--- src/rtl/msm_pkg.sv ---
// Shared constants, request/result codes and the queued word type of the stream matcher.
package msm_pkg;
  localparam int NUM_SLOTS   = 16;
  localparam int MAX_LEN     = 32;
  localparam int SYMBOL_BITS = 21;

  localparam int SLOT_W  = 4;                        // fixed by the slot field
  localparam int POS_W   = 5;                        // fixed by the position field
  localparam int LEN_W   = 6;                        // fixed by the length field
  localparam int CNT_W   = 5;
  localparam int DEPTH   = NUM_SLOTS * MAX_LEN;
  localparam int ADDR_W  = $clog2(DEPTH);
  localparam int GRP_W   = $clog2(MAX_LEN + 1);

  typedef enum logic [1:0] {
    REQ_STREAM = 2'd0,
    REQ_WRITE  = 2'd1,
    REQ_ENABLE = 2'd2,
    REQ_REMOVE = 2'd3
  } req_e;

  typedef enum logic [1:0] {
    KIND_MATCH   = 2'd0,
    KIND_SUMMARY = 2'd1,
    KIND_TABLE   = 2'd2
  } kind_e;

  typedef struct packed {
    req_e                   req;
    logic [SYMBOL_BITS-1:0] sym;
    logic [SLOT_W-1:0]      slot;
    logic [POS_W-1:0]       pos;
    logic [LEN_W-1:0]       len;    // already saturated to MAX_LEN
  } item_t;
endpackage

--- src/rtl/msm_front.sv ---
// Front end: accepts request words, decodes them and queues them for the back end.
module msm_front (
  input  logic          clk_i,
  input  logic          rst_ni,
  input  logic          start_i,
  output logic          busy_o,
  input  logic [1:0]    req_type_i,
  input  logic [msm_pkg::SYMBOL_BITS-1:0] symbol_i,
  input  logic [3:0]    slot_i,
  input  logic [4:0]    position_i,
  input  logic [5:0]    pattern_length_i,
  output logic          valid_o,
  output msm_pkg::item_t item_o,
  input  logic          pop_i
);
  import msm_pkg::*;

  item_t      fifo_q [2];
  logic       wr_q, wr_d, rd_q, rd_d;
  logic [1:0] cnt_q, cnt_d;
  item_t      dec;
  logic       push;

  always_comb begin
    dec.req  = req_e'(req_type_i);
    dec.sym  = symbol_i;
    dec.slot = slot_i;
    dec.pos  = position_i;
    dec.len  = (pattern_length_i > LEN_W'(MAX_LEN)) ? LEN_W'(MAX_LEN) : pattern_length_i;
  end

  assign busy_o  = (cnt_q == 2'd2);
  assign push    = start_i && !busy_o;
  assign valid_o = (cnt_q != 2'd0);
  assign item_o  = fifo_q[rd_q];

  always_comb begin
    wr_d  = push ? ~wr_q : wr_q;
    rd_d  = pop_i ? ~rd_q : rd_q;
    cnt_d = cnt_q + {1'b0, push} - {1'b0, pop_i};
  end

  always_ff @(posedge clk_i or negedge rst_ni) begin
    if (!rst_ni) begin
      wr_q  <= 1'b0;
      rd_q  <= 1'b0;
      cnt_q <= 2'd0;
    end else begin
      wr_q  <= wr_d;
      rd_q  <= rd_d;
      cnt_q <= cnt_d;
    end
  end

  always_ff @(posedge clk_i) begin
    if (push) begin
      fifo_q[wr_q] <= dec;
    end
  end
endmodule

--- config.mk ---
export PLATFORM = sky130hd
export DESIGN_NAME = msm_front
export DESIGN_NICKNAME = d
export VERILOG_FILES = /design/src/rtl/msm_pkg.sv /design/src/rtl/msm_front.sv
export SDC_FILE = /design/constraint.sdc
export NUM_CORES = 1
export LEC_CHECK = 0
export BUFFER_PORTS_ARGS = -buffer_cell sky130_fd_sc_hd__buf_4
export CAP_MARGIN = 20
export CORE_MARGIN = 5
export CORE_UTILIZATION = 55
export CTS_BUF_LIST = sky130_fd_sc_hd__clkbuf_4 sky130_fd_sc_hd__clkbuf_8 sky130_fd_sc_hd__clkbuf_16
export DETAILED_ROUTE_END_ITERATION = 12
export GPL_TIMING_DRIVEN = 0
export PLACE_DENSITY = 0.89
export SYNTH_ARGS = -nofsm -noshare
export SYNTH_HDL_FRONTEND = slang
export SYNTH_SLANG_ARGS = --single-unit
export TNS_END_PERCENT = 1
--- constraint.sdc ---
create_clock -name clk_i -period 7.3 [get_ports clk_i]
set_clock_uncertainty 0.05 [all_clocks]
set_input_delay 0.73 -clock clk_i [delete_from_list [all_inputs] [get_ports clk_i]]
set_output_delay 0.73 -clock clk_i [all_outputs]
set_load 0.05 [all_outputs]
# Word-level counts from Yosys, hierarchy flattened
# Memories as Yosys holds them, arrays and structs flattened.
# Index checks and enable logic that the tools add are counted.
# totals
register_bits	4
latchBits	0
ramBits	76
romBits	0
inputBits	42
output_inout_bits	40
word_cells	16
memories	1
# mem_list
memory	words	width	read_ports	rd_ports_with_merged_regs	write_ports	line	source
fifo_q	2	38	1	0	1	msm_front.sv:18	item_t fifo_q [2];
# op_classes
n_addsub	2
mul	0
n_div	0
n_lt_le_gt_ge	1
eq_ne	1
n_shift	0
muxes	3
n_bitwise	2
n_reduce_logical	3
# ops
operator	count
6-bit > comparator (second input constant)	1
6-bit two-way mux	1
2-bit by 1-bit adder with 2-bit output	1
2-bit equality test (second input constant)	1
1-bit two-way mux	2
1-bit NOT	2
2-bit nonzero test	1
2-bit by 1-bit subtractor with 2-bit output	1
1-bit logical AND	1
1-bit logical NOT	1

# Logic depth before layout (Yosys ltp)
# depth
depth_word	5
ltp_mapped	7
ltp_nobuf	7

# Worst setup path after synthesis
# OpenSTA, ideal clock, no wires.
# synth_path
kind	input-to-reg
from	input port start_i
to	memory fifo_q[0][0] (netlist name), enable pin
setup_time_ns	0.433
arrival_ns	2.426
required_time_ns	6.817
slack_ns	4.391
cell_stages	2
n_path_buf	0
path_cell_list	nand2_1 -> nor2_1
# synth_via
elab_chain_cells	3
# synth_lines
item	line	source
start: declaration	msm_front.sv:5	input logic start_i,
1-bit logical AND	msm_front.sv:33	assign push = start_i && !busy_o;
1-bit two-way mux	msm_front.sv:56	if (push) begin
1-bit two-way mux (not written as such)	msm_front.sv:57	fifo_q[wr_q] <= dec;
end: declaration	msm_front.sv:18	
# No other way between the ends.

==> out/results.tsv <==
stage	metric	value	unit
logic_synthesis	ys_ff_latch	80	
clocking	insertion_delay	0.33	ns
clocking	cts-root-buf	clkbuf_8	
pwr	ir_drop	0.452	mV
finish	finalNetCount	278	
finish	area_growth	30.7	%
floorplanning	core	5410	um2
sta	min_period_over_period	32.5	%
sta	setup_violations	0	
logic_synthesis	postSynthCellCount	141	
clocking	cts_max_level	3	
clocking	numCtsBuffers	9	
setup_path	crit_fanout	10	
clocking	post-cts-setup-buffers	0	
sta	worst_pin_slew	0.878	ns
floorplanning	fp.dieH	84.1	um
routing	detail-route-antenna-nets	0	
sta	hold_ws	0.121	ns
routing	dr.pass1.iters	4	
logic_synthesis	synth_fa_ha_area_share	0.829	%
sta	final_max_slew_viol_count	0	
global_routing	met1_usage	17.8	%
finish	final_cell_mix	83 x buf_4, 76 x edfxtp_1, 28 x mux2_2	
clocking	cts_tree	yes	
pwr	power_density	459	nW/um2
sta	rsz0062_at_grt	no	
floorplanning	ios	82	
logic_synthesis	synthArstFlopShare	5.00	%
routing	vias	1554	
global_routing	grt_util_met3	6.91	%
global_routing	grt_start_max_net_pins	39	
sta	fin_crit	2.37	ns
logic_synthesis	synthTopCellsByArea	edfxtp_1 76%, mux2_2 10%, mux2_4 5.0%, dfrtp_1 3.3%, nor2b_1 1.0%	
logic_synthesis	syn-num-nets	185	
finish	final_cells	311	
finish	final_common_cell	buf_4	
floorplanning	die_x	84.1	um
routing	routed_wl	5160	um
clocking	ctsHoldBuffers	0	
placed_design	numPortBuffers	81	
global_routing	grt_use_met2	25.7	%
finish	seq_area	2380	um2
global_routing	grt_pass1_wl	8360	um
worst_hold_path	hold_class	in2async	
finish	insertedDiodeCount	0	
logic_synthesis	yosysSeqAreaShare	78.9	%
pwr	p_leak	1.54	nW
placed_design	place_area	3750	um2
setup_path	cp-end-kind	output port	
logic_synthesis	synth_top_area_share	75.6	%
sta	max_clock_freq	0.422	GHz
placed_design	dpl.hpwl	3720	um
floorplanning	die-area	7070	um2
outcome	status	complete, no violations	
logic_synthesis	syn_avg_cell_area	21.4	um2
logic_synthesis	netlist_area	3020	um2
setup_path	cpMaxStageDelayCell	dfrtp_1	
sta	tns	0	ns
global_routing	grt_usage	15.5	%
floorplanning	rows	27	
floorplanning	start_util	55.8	%
setup_path	required	6.52	ns
logic_synthesis	ys_warn_count	0	
logic_synthesis	yosys.area_share.simple	1.91	%
clocking	cts_buffer_depth	2	
sta	hold_violations	0	
run	drv_cap	0	
global_routing	grt_pass1_vias	1687	
routing	via_per_inst	5.00	
finish	final.fill_count	363	
logic_synthesis	ys_types	18	
logic_synthesis	synth_ff_type	edfxtp_1	
global_routing	grt_busiest_layer	met2	
finish	drive_gt1_share	59.4	%
finish	finalInstanceArea	3950	um2
sta	max_slew_margin	41.4	%
logic_synthesis	synth_top_family_by_area	multiplexers	
logic_synthesis	synth_area_leader_cell	edfxtp_1	
logic_synthesis	synth_edf_count	76	
logic_synthesis	synth-xor-area-share	1.16	%
finish	final_util	73.0	%
setup_path	cp.arrival	1.59	ns
setup_path	critPathKind	reg2out	
global_routing	grt_overflow	0	
routing	drc	0	
global_routing	antenna_found_initial	0	
clocking	clk_pin_slew	0.07	ns
finish	multi_input_area	592	um2
clocking	cts_sinks	80	
routing	drt_iter0_drc	102	
logic_synthesis	synth_compound_area_share	0	%
setup_path	critPathLaunchType	flop	
routing	wl_per_cell	16.6	um
clocking	cts-resized-gates	0	
setup_path	cpPeakStageDelay	0.40	ns
placed_design	dp.cells	295	
setup_path	cp_cell_sequence	buf_6 > buf_8 > mux2_4 > buf_4	
logic_synthesis	synth.area.mux_share	15.4	%
placed_design	place_congestion	0.680	
## worst max-delay path: cells and delay by family, from the launching register on
| kind | cells | cell delay [ns] |
|---|---|---|
| muxes | 1 | 0.31 |
| DFF | 1 | 0.40 |
| buffers and inverters | 3 | 0.53 |
## registers in the layout (all words and copies together) (netlist names)
signal  flops
rd_q        1
fifo_q     76
wr_q        1
cnt_q       2
## worst paths after layout
check / startpoint / end / slack, ns / cells past startpoint
max: rd_q / item_o[14] / 4.93 / 4
min: rst_ni / rd_q / 0.12 / 1
max reg2reg: cnt_q[1] / fifo_q[1][3] / 5.55 / 2
min reg2reg: cnt_q[1] / cnt_q[1] / 0.46 / 1
max in group asynchronous: rst_ni / cnt_q[1] / 6.98 / 1
min in group clk_i: cnt_q[1] / cnt_q[1] / 0.46 / 1
## synth_stat cells, types with 2 or more instances
library cell  instances
mux2_4               10
xnor2_1               3
dfrtp_1               4
mux2_2               28
edfxtp_1             76
nor2b_1               5
ha_1                  2
inv_1                 2
buf_4                 2
## per-stage QoR
| stage | power [mW] | setup WS (ns) |
|---|---|---|
| detailed placement | 1.53 | 5.24 |
| CTS | 1.83 | 4.91 |
| global route | 1.89 | 4.86 |
| finish | 1.81 | 4.93 |
| floorplan | 1.29 | 4.39 |
| global placement | 1.50 | 3.53 |
## cell families after synthesis
| kind of cell | after synthesis |
|---|---|
| mux | 38 |
| simple gates | 10 |
| buf+inv | 7 |
| fa+ha+maj | 2 |
| xor+xnor | 4 |
| flops | 80 |
## per-layer routing
| metal | up-vias | share of wire, % |
|---|---|---|
| met4 | 0 | 1.2 |
| li1 | 726 | - |
| met2 | 72 | 50 |
| met1 | 747 | 38 |
| met3 | 9 | 10 |
| met5 | - | 0 |
## where the power goes
group          switching, mW  internal (mW)
Clock                  0.140          0.158
Combinational          0.550          0.302
Sequential            0.0314          0.630
## area by class of cell
type / count / area share [%]
Sequential cell: 80 / 60.4
Timing Repair Buffer: 82 / 16.1
Tap cell: 72 / 2.28
Clock inverter: 3 / 0.349
Inverter: 2 / 0.190
Clock buffer: 13 / 4.54
Multi-Input combinational cell: 54 / 15.0
Buffer: 5 / 1.14
Note: power is estimated with default switching activity, not from simulation.
